File: src/hdl/snt_pkg.sv
package snt_pkg;

	localparam logic [15:0]        EMPTY_ADDR = 16'hffff;
	localparam logic signed [7:0]  FLOOR_STR  = -8'sd127;
	localparam logic signed [7:0]  CEIL_STR   = 8'sd127;
	localparam logic [2:0]         NO_SLOT    = 3'b111;

	typedef struct packed {
		logic [15:0]       addr;
		logic signed [7:0] strength;
	} snt_req_t;

	typedef struct packed {
		logic     valid;
		snt_req_t req;
	} snt_qhead_t;

	typedef enum logic [2:0] {
		ST_IDLE,
		ST_SCAN,
		ST_UPDATE,
		ST_MAXS,
		ST_EMIT
	} snt_state_t;

endpackage

File: src/hdl/snt_front.sv
module snt_front import snt_pkg::*; (
	input  logic              clk,
	input  logic              arst_n,
	input  logic              obs_valid,
	output logic              obs_stall,
	input  logic [15:0]       node_address,
	input  logic signed [7:0] signal_strength,
	output snt_qhead_t        head,
	input  logic              pop
);

	// two-entry request queue
	snt_req_t   mem_q [2];
	logic       wptr_q;
	logic       rptr_q;
	logic [1:0] cnt_q;
	logic       push;

	assign obs_stall = (cnt_q == 2'd2);
	assign push      = obs_valid && !obs_stall;

	assign head.valid = (cnt_q != 2'd0);
	assign head.req   = mem_q[rptr_q];

	always_ff @(posedge clk) begin
		if (push) begin
			mem_q[wptr_q] <= '{addr: node_address, strength: signal_strength};
		end
	end

	always_ff @(posedge clk or negedge arst_n) begin
		if (!arst_n) begin
			wptr_q <= 1'b0;
			rptr_q <= 1'b0;
			cnt_q  <= 2'd0;
		end else begin
			if (push) begin
				wptr_q <= ~wptr_q;
			end
			if (pop) begin
				rptr_q <= ~rptr_q;
			end
			case ({push, pop})
				2'b10:   cnt_q <= cnt_q + 2'd1;
				2'b01:   cnt_q <= cnt_q - 2'd1;
				default: cnt_q <= cnt_q;
			endcase
		end
	end

endmodule

File: src/hdl/snt_back.sv
module snt_back import snt_pkg::*; #(
	parameter int SLOTS = 3
) (
	input  logic              clk,
	input  logic              arst_n,
	input  snt_qhead_t        head,
	output logic              pop,
	output logic              rep_valid,
	input  logic              rep_stall,
	output logic [1:0]        slot_index,
	output logic [15:0]       entry_address,
	output logic signed [7:0] entry_strength,
	output logic signed [2:0] strongest_slot,
	output logic              last_slot
);

	localparam int IW = (SLOTS > 1) ? $clog2(SLOTS) : 1;
	localparam logic [IW-1:0] LAST_IDX = IW'(SLOTS - 1);

	snt_state_t state_q, state_d;

	logic [15:0]       addr_q [SLOTS];
	logic signed [7:0] str_q  [SLOTS];

	snt_req_t          req_q;
	logic [IW-1:0]     idx_q, idx_d;
	logic signed [7:0] low_q, high_q;
	logic [IW-1:0]     wslot_q, mslot_q, sslot_q;
	logic              wvalid_q, mfound_q, svalid_q;

	logic              rep_valid_q;
	logic [1:0]        rep_idx_q;
	logic [15:0]       rep_addr_q;
	logic signed [7:0] rep_str_q;
	logic signed [2:0] rep_strong_q;
	logic              rep_last_q;

	logic              idx_last;
	logic              load_out;
	logic              do_write;
	logic [15:0]       cur_addr;
	logic signed [7:0] cur_str;

	assign idx_last = (idx_q == LAST_IDX);
	assign cur_addr = addr_q[idx_q];
	assign cur_str  = str_q[idx_q];
	assign do_write = wvalid_q && (low_q <= req_q.strength);

	always_comb begin
		state_d = state_q;
		unique case (state_q)
			ST_IDLE:   if (head.valid) state_d = ST_SCAN;
			ST_SCAN:   if (idx_last) state_d = ST_UPDATE;
			ST_UPDATE: state_d = ST_MAXS;
			ST_MAXS:   if (idx_last) state_d = ST_EMIT;
			ST_EMIT:   if (load_out && idx_last) state_d = ST_IDLE;
			default:   state_d = ST_IDLE;
		endcase
	end

	always_comb begin
		pop      = 1'b0;
		load_out = 1'b0;
		idx_d    = idx_q;
		unique case (state_q)
			ST_IDLE: begin
				pop   = head.valid;
				idx_d = '0;
			end
			ST_SCAN, ST_MAXS: begin
				idx_d = idx_last ? '0 : idx_q + 1'b1;
			end
			ST_UPDATE: begin
				idx_d = '0;
			end
			ST_EMIT: begin
				load_out = !rep_valid_q || !rep_stall;
				if (load_out) begin
					idx_d = idx_last ? '0 : idx_q + 1'b1;
				end
			end
			default: idx_d = '0;
		endcase
	end

	always_ff @(posedge clk or negedge arst_n) begin
		if (!arst_n) begin
			state_q     <= ST_IDLE;
			idx_q       <= '0;
			rep_valid_q <= 1'b0;
			for (int i = 0; i < SLOTS; i++) begin
				addr_q[i] <= EMPTY_ADDR;
				str_q[i]  <= FLOOR_STR;
			end
		end else begin
			state_q <= state_d;
			idx_q   <= idx_d;
			if (load_out) begin
				rep_valid_q <= 1'b1;
			end else if (!rep_stall) begin
				rep_valid_q <= 1'b0;
			end
			if (state_q == ST_UPDATE && do_write) begin
				if (mfound_q) begin
					str_q[mslot_q] <= req_q.strength;
				end else begin
					addr_q[wslot_q] <= req_q.addr;
					str_q[wslot_q]  <= req_q.strength;
				end
			end
		end
	end

	always_ff @(posedge clk) begin
		case (state_q)
			ST_IDLE: begin
				if (pop) begin
					req_q    <= head.req;
					low_q    <= CEIL_STR;
					wvalid_q <= 1'b0;
					mfound_q <= 1'b0;
				end
			end
			ST_SCAN: begin
				if (cur_str < low_q) begin
					low_q    <= cur_str;
					wslot_q  <= idx_q;
					wvalid_q <= 1'b1;
				end
				if (!mfound_q && cur_addr == req_q.addr) begin
					mfound_q <= 1'b1;
					mslot_q  <= idx_q;
				end
			end
			ST_UPDATE: begin
				high_q   <= FLOOR_STR;
				svalid_q <= 1'b0;
			end
			ST_MAXS: begin
				if (cur_str >= high_q) begin
					high_q   <= cur_str;
					sslot_q  <= idx_q;
					svalid_q <= 1'b1;
				end
			end
			default: ;
		endcase
		if (load_out) begin
			rep_idx_q    <= 2'(idx_q);
			rep_addr_q   <= cur_addr;
			rep_str_q    <= cur_str;
			rep_strong_q <= svalid_q ? 3'(sslot_q) : NO_SLOT;
			rep_last_q   <= idx_last;
		end
	end

	assign rep_valid      = rep_valid_q;
	assign slot_index     = rep_idx_q;
	assign entry_address  = rep_addr_q;
	assign entry_strength = rep_str_q;
	assign strongest_slot = rep_strong_q;
	assign last_slot      = rep_last_q;

endmodule

File: src/hdl/strongest_neighbour_table.sv
// channel   | handshake            | payload
// ----------+----------------------+----------------------------------------------
// obs       | obs_valid, obs_stall | node_address, signal_strength
// rep       | rep_valid, rep_stall | slot_index, entry_address, entry_strength,
//           |                      | strongest_slot, last_slot
//
// In the back end each request passes through a pop step, a weakest/match
// scan of one slot per cycle, an update step, a strongest-slot scan of one
// slot per cycle, then one report per slot.
// A two-entry queue in front takes requests while the back end is busy.
// Reset sets every slot to address 0xffff, strength -127.
// rep_stall holds the report register and pauses the emit phase.
module strongest_neighbour_table import snt_pkg::*; #(
	parameter int SLOTS = 3
) (
	input  logic              clk,
	input  logic              arst_n,
	input  logic              obs_valid,
	output logic              obs_stall,
	input  logic [15:0]       node_address,
	input  logic signed [7:0] signal_strength,
	output logic              rep_valid,
	input  logic              rep_stall,
	output logic [1:0]        slot_index,
	output logic [15:0]       entry_address,
	output logic signed [7:0] entry_strength,
	output logic signed [2:0] strongest_slot,
	output logic              last_slot
);

	snt_qhead_t head;
	logic       pop;

	snt_front u_front (
		.clk             (clk),
		.arst_n          (arst_n),
		.obs_valid       (obs_valid),
		.obs_stall       (obs_stall),
		.node_address    (node_address),
		.signal_strength (signal_strength),
		.head            (head),
		.pop             (pop)
	);

	snt_back #(
		.SLOTS (SLOTS)
	) u_back (
		.clk            (clk),
		.arst_n         (arst_n),
		.head           (head),
		.pop            (pop),
		.rep_valid      (rep_valid),
		.rep_stall      (rep_stall),
		.slot_index     (slot_index),
		.entry_address  (entry_address),
		.entry_strength (entry_strength),
		.strongest_slot (strongest_slot),
		.last_slot      (last_slot)
	);

`ifndef ASSERT_OFF
	a_last_index: assert property (@(posedge clk) disable iff (!arst_n)
		rep_valid && last_slot |-> slot_index == 2'(SLOTS - 1))
		else $error("last_slot on wrong slot index");

	a_index_step: assert property (@(posedge clk) disable iff (!arst_n)
		rep_valid && !rep_stall && !last_slot |=>
		!rep_valid || slot_index == $past(slot_index) + 2'd1)
		else $error("slot index did not advance within snapshot");

	a_strong_same: assert property (@(posedge clk) disable iff (!arst_n)
		rep_valid && !rep_stall && !last_slot |=>
		!rep_valid || strongest_slot == $past(strongest_slot))
		else $error("strongest slot changed within snapshot");
`endif

endmodule

File: config.mk
export PLATFORM = sky130hd
export DESIGN_NAME = strongest_neighbour_table
export DESIGN_NICKNAME = d
export VERILOG_FILES = /design/src/hdl/snt_pkg.sv /design/src/hdl/snt_front.sv /design/src/hdl/snt_back.sv /design/src/hdl/strongest_neighbour_table.sv
export SDC_FILE = /design/constraint.sdc
export NUM_CORES = 1
export LEC_CHECK = 0
export BUFFER_PORTS_ARGS = -buffer_cell sky130_fd_sc_hd__buf_2
export CORE_MARGIN = 2
export CORE_UTILIZATION = 45
export CTS_CLUSTER_DIAMETER = 30
export DETAILED_ROUTE_END_ITERATION = 8
export PLACE_DENSITY_LB_ADDON = 0.1
export REMOVE_ABC_BUFFERS = 1
export SETUP_SLACK_MARGIN = 0.3
export SLEW_MARGIN = 30
export SYNTH_ARGS = -nofsm -noshare
export SYNTH_HDL_FRONTEND = slang
export SYNTH_HIERARCHICAL = 1
export SYNTH_SLANG_ARGS = --single-unit
export TNS_END_PERCENT = 20
File: constraint.sdc
create_clock -name clk -period 4.8 [get_ports clk]
set_clock_uncertainty 0.05 [all_clocks]
set_input_delay 0 -clock clk [delete_from_list [all_inputs] [get_ports clk]]
set_output_delay 0 -clock clk [all_outputs]
set_load 0.1 [all_outputs]
After elaboration in Yosys (flattened, before gate mapping):

Memories as Yosys holds them, arrays and structs flattened. A register that Yosys moved wholly into a read port is not among the register bits.
Index checks and enable logic that the tools add are counted.

* flip-flop bits (word level): 137
* memories kept: 1
* bits in writable memories: 48
* logic and storage cells: 134
* input port bits: 28

* eq/ne operators: 19
* multiplexer cells: 44
* $lt $le $gt $ge: 8
* bitwise gates (word level): 6
* add/sub/neg operators: 3
* reductions and logical operators: 27

Memories
* u_front.mem_q: depth 2, width 24, read ports 1, clocked after memory_dff 1, wr ports 1, line snt_front.sv:13 `snt_req_t mem_q [2];`

Operators by type and width (number)
* $mux W8: 7
* $bwmux W24: 2
* $bwmux W48: 1
* $mux W16: 3
* $bmux W16 S2: 1
* $demux W16 S2: 1
* $demux W8 S2: 2
* $pmux W8 S2: 2
* $mux W24: 1
* $ne A2 B1 Y1 const B: 9
* $bmux W8 S2: 1
* $eq A16 B16 Y1: 1
* $mux W3: 5
* $pmux W3 S5: 1
* $reduce_and A2 Y1: 6
* $mux W1: 10
* $ge A3 B3 Y1 const B: 3
* $not A2 Y3: 3
* $ge A8 B8 Y1: 1
* $le A8 B8 Y1: 1
* $lt A8 B8 Y1: 1
* $pmux W2 S2: 2
* $reduce_bool A2 Y1: 4
* $logic_and A1 B1 Y1: 7
* 18 further kinds: 32

Depth between registers and ports, before layout:

Gate-level depths: netlist (run 1).

* depth in word-level cells: 8
* gate-level depth with buffers: 13
* gate-level depth less buffers: 10

Cells and area by module:

Netlist (run 1), hierarchy kept.

By module, submodules not included
* snt_back: times used 1, cells an instance 489, sequential area each 4391.7 um2, area an instance 7024.2 um2
* snt_front: times used 1, cells an instance 92, sequential area each 1541.5 um2, area an instance 2024.4 um2

Worst setup path after synthesis (run 1):

OpenSTA, ideal clock, no wires.

* path kind: register to register
* start: register u_back.idx_q[1]
* end: register u_back.low_q[0], enable pin
* cell stages (with the launch flop): 14
* slack: 880 ps
* arrival time: 3482 ps
* buffers on the path: 3
* path through: dfrtp_1 buf_2 buf_2 buf_2 mux2i_1 nor2_1 a21oi_1 inv_1 ha_1 a211oi_1 a221oi_1 a311oi_1 mux2_2 o21ai_0

* word-level cells in the longest chain between the ends: 7

RTL lines
* from (decl): line snt_back.sv:26 `logic [IW-1:0] idx_q, idx_d;`
* from (signal assigned): line snt_back.sv:97 `idx_q <= idx_d;`
* $not A2 Y3 (implied by the code): line snt_back.sv:46 `assign cur_str = str_q[idx_q];`
* $bmux W8 S2: line snt_back.sv:46
* $mux W8 (implied by the code) (2 in a row): line snt_back.sv:46
* named net u_back.cur_str[3]: line snt_back.sv:42 `logic signed [7:0] cur_str;`
* $lt A8 B8 Y1: line snt_back.sv:125 `if (cur_str < low_q) begin`
* $ne A2 B1 Y1 (no source line)
* $reduce_and A3 Y1 (no source line)
* to (signal assigned): line snt_back.sv:126 `low_q <= cur_str;`
* to (decl): line snt_back.sv:27 `logic signed [7:0] low_q, high_q;`

The timed path passes the listed nets, and every way through them passes these cells. The select of a mux whose other input is x is not followed.
A chain may end at the register's enable or synchronous reset.

Worst setup path in the final report (run 1):

Ends and elaborated chain as after synthesis.

==> results of run 1 <==
-- stage by stage --
step	setup slack (ns)	area, um^2
final	1.15	11400
after global routing	0.775	11400
after CTS	1.17	11400
after detailed placement	1.22	9610
after global placement	1.27	9600
after floorplan	0.421	8910
-- worst min path at each step --
stage / endpoint / slack (ns) / cells past startpoint
global route: u_front/mem_q[0][1]$_DFFE_PP_ / 0.16 / 2
detailed placement: u_front/rptr_q$_DFFE_PN0P_ / 0.07 / 1
global placement: u_front/mem_q[0][9]$_DFFE_PP_ / 0.14 / 1
CTS: u_front/rptr_q$_DFFE_PN0P_ / 0.1 / 2
finish: u_front/rptr_q$_DFFE_PN0P_ / 0.07 / 2
floorplan: u_back/idx_q[0]$_DFFE_PN0P_ / -0.35 / 0
-- critical path: stages (launching register included) --
cell	delay [ns]
dfrtp_1	0.81
nor2b_1	0.24
buf_4	0.26
a21oi_1	0.30
inv_1	0.14
ha_1	0.34
nand4_1	0.11
a221oi_1	0.06
a311oi_1	0.28
mux2_2	0.38
o21ai_0	0.16
buf_4	0.20
-- sequential cells by signal, indices dropped and copies added, names as in the netlist, 8 cells and up --
name and count:
u_front/mem_q 48, u_back/entry_strength 8, u_back/addr_q 48, u_back/req_q 24
u_back/high_q 8, u_back/low_q 8, u_back/str_q 24, u_back/entry_address 16
-- cell families after synthesis --
| group | count (synthesis) |
|---|---|
| adder cells (fa/ha/maj) | 24 |
| AO/OA/AOI/OAI | 54 |
| AND/OR/NAND/NOR | 93 |
| XOR/XNOR | 21 |
| buffers and inverters | 57 |
| multiplexers | 123 |
| flip-flops | 209 |
-- timing repair --
item	CTS	global route
hold buffers	27	0
resized for setup	0	0
hold endpoints to repair	135	0
-- power groups by stage --
stage | Clock [uW] | Sequential [uW] | Combinational, uW
6_report | 2950 | 2920 | 1690
5_1_grt | 3110 | 2980 | 1870
4_1_cts | 3020 | 2920 | 1710
3_5_place_dp | 0 | 2940 | 1690
3_3_place_gp | 0 | 2930 | 1640
2_1_floorplan | 0 | 2970 | 1170
-- layout make-up --
type,count,area [um^2],share of cell area (%)
inverter,40,150,1.32
sequential,209,5930,52.2
clock inverter,19,244,2.15
tap,265,332,2.92
timing repair buffer,94,632,5.56
multi-input combinational,315,2840,25.0
clock buffer,58,1230,10.9
-- per-layer routing --
metal | wire, um | track usage [%] | up-vias
li1 | - | - | 2378
met1 | 8170 | 22.5 | 2437
met2 | 7440 | 25.1 | 106
met3 | 746 | 3.32 | 20
met4 | 259 | 5.54 | 0
met5 | 0 | 0 | -
-- cells in the final DEF (no fill, tap or decap), types with 4 or more instances in the layout --
| master | n |
|---|---|
| o2bb2ai_1 | 9 |
| dfstp_2 | 54 |
| buf_2 | 58 |
| o21ai_0 | 11 |
| nand2b_1 | 9 |
| nand3_1 | 4 |
| nand3b_1 | 7 |
| xnor2_1 | 11 |
| clkbuf_8 | 8 |
| clkbuf_1 | 6 |
| clkinv_2 | 7 |
| nor2_1 | 30 |
| ha_1 | 24 |
| bufinv_16 | 5 |
| a21o_1 | 5 |
| nand2_1 | 20 |
| a21oi_1 | 11 |
| xor2_1 | 10 |
| dfrtp_1 | 28 |
| inv_1 | 38 |
| edfxtp_1 | 127 |
| buf_4 | 8 |
| clkbuf_16 | 44 |
| dlygate4sd3_1 | 27 |
| mux2_2 | 70 |
| mux2_4 | 29 |
| inv_6 | 5 |
| nor2b_1 | 4 |
| mux2i_1 | 24 |
==> impl_results.md, run 1 <==
* Worst Path Required at 4.96 ns
* Clock sink count at 209
* Worst setup endpoint: u_back/low_q[0]$_SDFFCE_PN1P_
* Post-synthesis mux area share at 16.2%
* Synth Area in Simple Gates at 5.38%
* Synth Area per Inst at 15.6 um^2
* Max-cap violation count at 0
* Register area share after synthesis at 65.6%
* Drt via density at 4.94
* Max-slew violation count at 0
* Synth Area in Compound Gates at 4.34%
* Routed len/inst at 16.6 um
* RePlAce Congestion at 0.766
* Share of cells above drive strength 1 at 41.2%
* Die H at 146 um
* Area leader, netlist: edfxtp_1
* Period minus WS final at 3.65 ns
* Clock power share at 39.0%
* Leakage power at 0.00479 uW
* Data arrival, critical path at 3.80 ns
* Final Power at 7560 uW
* DRT Pass-1 Iters at 4
* Crit Path Max Fanout at 16
* Vias in the first global route at 5333
* Final setup fails at 0
* Register-to-register setup slack at 1.15 ns
* RSZ-0062 raised after global routing: false
* Count leader, synth: edfxtp_1
* Cell area after synthesis at 0.00905 mm^2
* Post-synth cell types at 53
* Core Footprint at 0.0196 mm^2
* Worst VDD drop at 0.416 mV
* Placed cells at 896
* Critical path launch point type: register
* Clock root cell: clkbuf_16
* First-pass GRT wire length at 27400 um
* Fin cells at 1000
* 1st-iter DRT viols at 233
* Yosys warns at 6
* Pwr dens at 666 mW/mm^2
* GR Util All Layers at 16.1%
* Grt ovf at 0
* CP Capture Type: register
* Clock Pin Slew Worst Setup and Hold Paths at 0.05 ns
* Post-synth ARST share at 39.2%
* Rows at 51
* Post-CTS setup buffers at 0
* Worst Hold Slack at 0.0722 ns
* Synth top area share at 42.1%
* Final Util at 58.0%
* Fillers at 1592
* Vias at 4941
* Initial antenna violation count at 0
* Main combinational cell family by area after synthesis: multiplexers
* Layout area overhead at 25.6%
* FF-to-FF End: u_back/low_q[0]$_SDFFCE_PN1P_
* I/O Buffers at 59
* Die area at 0.0213 mm^2
* Top_reg_cell synth: edfxtp_1
* Int Power at 5450 uW
* Post-synthesis register bit count at 209
* Psw at 2110 uW
* Fmax at 274 MHz
* I/O pin cnt at 60
* Most frequent cells after synthesis: edfxtp_1 (127), mux2_2 (70), dfstp_2 (54)
* Post-Synthesis Cells at 581
* Critical path origin: u_back/idx_q[1]$_DFFE_PN0P_
* DRC viols at 0
* Worst-Margin Slew at 0.802 ns
* Logic gate share of total power at 22.4%
* Crit share post-route at 76.0%
* Switching power share of the total at 27.9%
* Routed Antenna Nets at 0
* R2R cell count at 11
* Nets at 754
* Adder-cell share of the synthesized area at 3.32%
* Clock Path Buffers at 3
* Worst-skew pair later-pin latency at 0.51 ns
* Final-report hold violation count at 0
* Worst reg2reg startpoint: u_back/idx_q[1]$_DFFE_PN0P_
* Synth top area cells: edfxtp_1 (42%), dfstp_2 (16%), mux2_2 (8.7%)
* Post-Route WL at 16600 um
* Hold Crit Class: primary input to asynchronous set/reset pin
* Total CTS buffers at 42
* Initial Util at 46.2%
* Register share of total power at 38.6%
* CTS tree: yes
* Maximum number of pins on one net before global-route repair at 83
* Slew headroom at 46.2%
* Diodes inserted at 0
* H-tree levels at 2
* Setup_tns at 0 ns
* Post-synth EDFFs at 127
* Die W at 146 um
* Critical path class: register to register
* Status: completed
* XOR/XNOR Fraction of Synth Area at 2.03%
* Post-DP HPWL at 10700 um
No activity file was read; power rests on OpenSTA's default activity.
==> inputs of run 2 (changes only) <==
==> constraint.sdc (replaced) <==
create_clock -name clk -period 3.1 [get_ports clk]
set_clock_uncertainty 0.05 [all_clocks]
set_input_delay 0 -clock clk [delete_from_list [all_inputs] [get_ports clk]]
set_output_delay 0 -clock clk [all_outputs]
set_load 0.1 [all_outputs]
==> run 2 against run 1 <==
  * Critical path depth increased by 1
  * Highest routed layer unchanged
  * Power grew 62%
  * Setup slack worse by 0.88 ns
==> impl_results.md, run 2 (synthesis results as in run 1) <==
* Status: completed
* Grt ovf at 0 (unchanged)
* Clock sink count at 209 (unchanged)
* Worst-skew pair later-pin latency at 0.52 ns (about the same)
* R2R cell count at 12 (+1)
* Commonest non-fill, non-tap cell in the layout: edfxtp_1
* Clock Path Buffers at 3 (unchanged)
* DRT Pass-1 Iters at 4 (unchanged)
* Initial Util at 46.2% (unchanged)
* Worst reg2reg startpoint: u_back/idx_q[1]$_DFFE_PN0P_
* Max-cap violation count at 0 (unchanged)
* Max-slew violation count at 0 (unchanged)
* I/O Buffers at 59 (unchanged)
* Die H at 146 um (unchanged)
* Nets at 788 (+4.5%)
* Initial antenna violation count at 0 (unchanged)
* Post-route cell area at 0.0118 mm^2 (+3.5%)
* Diodes inserted at 0 (unchanged)
* Final Util at 60.0% (+2.0 points)
* Worst Path Required at 3.28 ns (-1.68 ns)
* I/O pin cnt at 60 (unchanged)
* Register-to-register setup slack at 0.28 ns (-0.88 ns)
* RSZ-0062 raised after global routing: true
* H-tree levels at 2 (unchanged)
* Rows at 51 (unchanged)
* Crit Path Max Fanout at 5 (-11)
* GR Util All Layers at 17.3% (+1.2 points)
* Post-DP HPWL at 11200 um (+4.5%)
* Vias in the first global route at 5482 (+2.8%)
* First-pass GRT wire length at 29000 um (+6.0%)
* Period minus WS final at 2.82 ns (-0.823 ns)
* Critical path launch point type: register
* Worst-Margin Slew at 0.756 ns (-0.0460 ns)
* 1st-iter DRT viols at 255 (+9.4%)
* Most used cell, CP: buf_6
* DRC viols at 0 (unchanged)
* Core Footprint at 0.0196 mm^2 (unchanged)
* Layout area overhead at 29.9%
* Commonest non-fill, non-tap cells in the layout: edfxtp_1 (127), mux2_2 (69), buf_2 (58)
* Die area at 0.0213 mm^2 (unchanged)
* Crit share post-route at 91.1% (+15 points)
* Fillers at 1539 (-3.3%)
* Clock root cell: clkbuf_16
* Critical path origin: u_back/idx_q[1]$_DFFE_PN0P_
* Total CTS buffers at 44 (+4.8%)
* CTS tree: yes
* Crit path buf inv count at 3 (unchanged)
* Share of cells above drive strength 1 at 46.3% (+5.1 points)
* RePlAce Congestion at 0.818 (+6.8%)
* Fmax at 354 MHz (+29%)
* Placed cells at 916 (+2.2%)
* CP Capture Type: register
* Hold Crit Class: primary input to asynchronous set/reset pin
* Setup_tns at 0 ns (unchanged)
* Slew headroom at 49.6% (+3.4 points)
* Drt via density at 4.97 (+0.61%)
* Vias at 5150 (+4.2%)
* Final-report hold violation count at 0 (unchanged)
* Routed Antenna Nets at 0 (unchanged)
* CP peak stage delay at 0.43 ns (-0.38 ns)
* Pwr dens at 1040 mW/mm^2 (+56%)
* Post-DP Area at 0.00977 mm^2 (+1.6%)
* Clock Pin Slew Worst Setup and Hold Paths at 0.04 ns (about the same)
* Maximum number of pins on one net before global-route repair at 83 (unchanged)
* CP top delay family: compound AO/OA/AOI/OAI gates
* Worst VDD drop at 0.528 mV (+27%)
* Final setup fails at 0 (unchanged)
* Largest registers: u_back/addr_q: 48 flops, u_front/mem_q: 48 flops
* Critical path, cell by cell: buf_6 > mux2i_1 > nor2_1 > a21oi_2 > inv_2 > ha_4 > o221ai_2 > a221oi_2 > a311oi_2 > mux2_4 > o21ai_4 > buf_6
* FF-to-FF End: u_back/low_q[3]$_SDFFCE_PN1P_
* Fin cells at 1036 (+3.6%)
* Leakage power at 0.00495 uW (+3.2%)
* Data arrival, critical path at 3.00 ns (-0.80 ns)
* Critical path class: register to register
* Routed len/inst at 17.2 um (+3.4%)
* CP max-delay cell: dfrtp_2
* Post-Route WL at 17800 um (+7.1%)
* Die W at 146 um (unchanged)
## run 2: metrics by stage
| stage | hold WS (ns) | setup WS [ns] | power, uW |
|---|---|---|---|
| floorplan | -0.346 | -1.28 | 6420 |
| global route | 0.0969 | 0.166 | 12900 |
| finish | 0.0335 | 0.277 | 12200 |
| global placement | 0.137 | 0.187 | 7260 |
| CTS | 0.0681 | 0.282 | 12200 |
| detailed placement | 0.0575 | 0.0191 | 7360 |
## run 2: repair_timing
action	4_1_cts	5_1_grt
endpoints found under the hold margin	134	0
hold buffers	27	0
pin swaps	4	9
endpoints found under the setup margin	22	24
setup buffers	3	8
gates resized for setup	24	15
cloned	1	0
## run 2: worst max-delay path by stage
stage                                               end  slack [ns]  depth (start not counted)
final                     u_back/low_q[3]$_SDFFCE_PN1P_        0.28                         12
after global routing        u_back/sslot_q[0]$_DFFE_PP_        0.17                         14
after CTS                 u_back/low_q[0]$_SDFFCE_PN1P_        0.28                         12
after detailed placement  u_back/low_q[0]$_SDFFCE_PN1P_        0.02                         12
after global placement    u_back/low_q[0]$_SDFFCE_PN1P_        0.19                         12
after floorplan           u_back/low_q[0]$_SDFFCE_PN1P_       -1.28                          9
## run 2: final cells by class
type	count	area, um^2	share of cell area (%)
sequential	209	5930	50.5
multi-input combinational	315	2970	25.3
clock buffer	58	1230	10.4
timing repair buffer	126	907	7.72
tap	265	332	2.82
clock inverter	23	239	2.03
inverter	40	150	1.28
## run 2: power breakdown
group	switching (uW)	internal (uW)	leakage [uW]
logic	1690	1500	0.00214
clock network	1470	3040	0.000709
registers	424	4090	0.00210
## run 2: per-layer routing
layer | global-route usage [%] | part of all wire (%)
met4 | 7.06 | 3.0
met3 | 4.20 | 4.8
met2 | 26.4 | 45
met1 | 23.9 | 47
met5 | 0 | 0
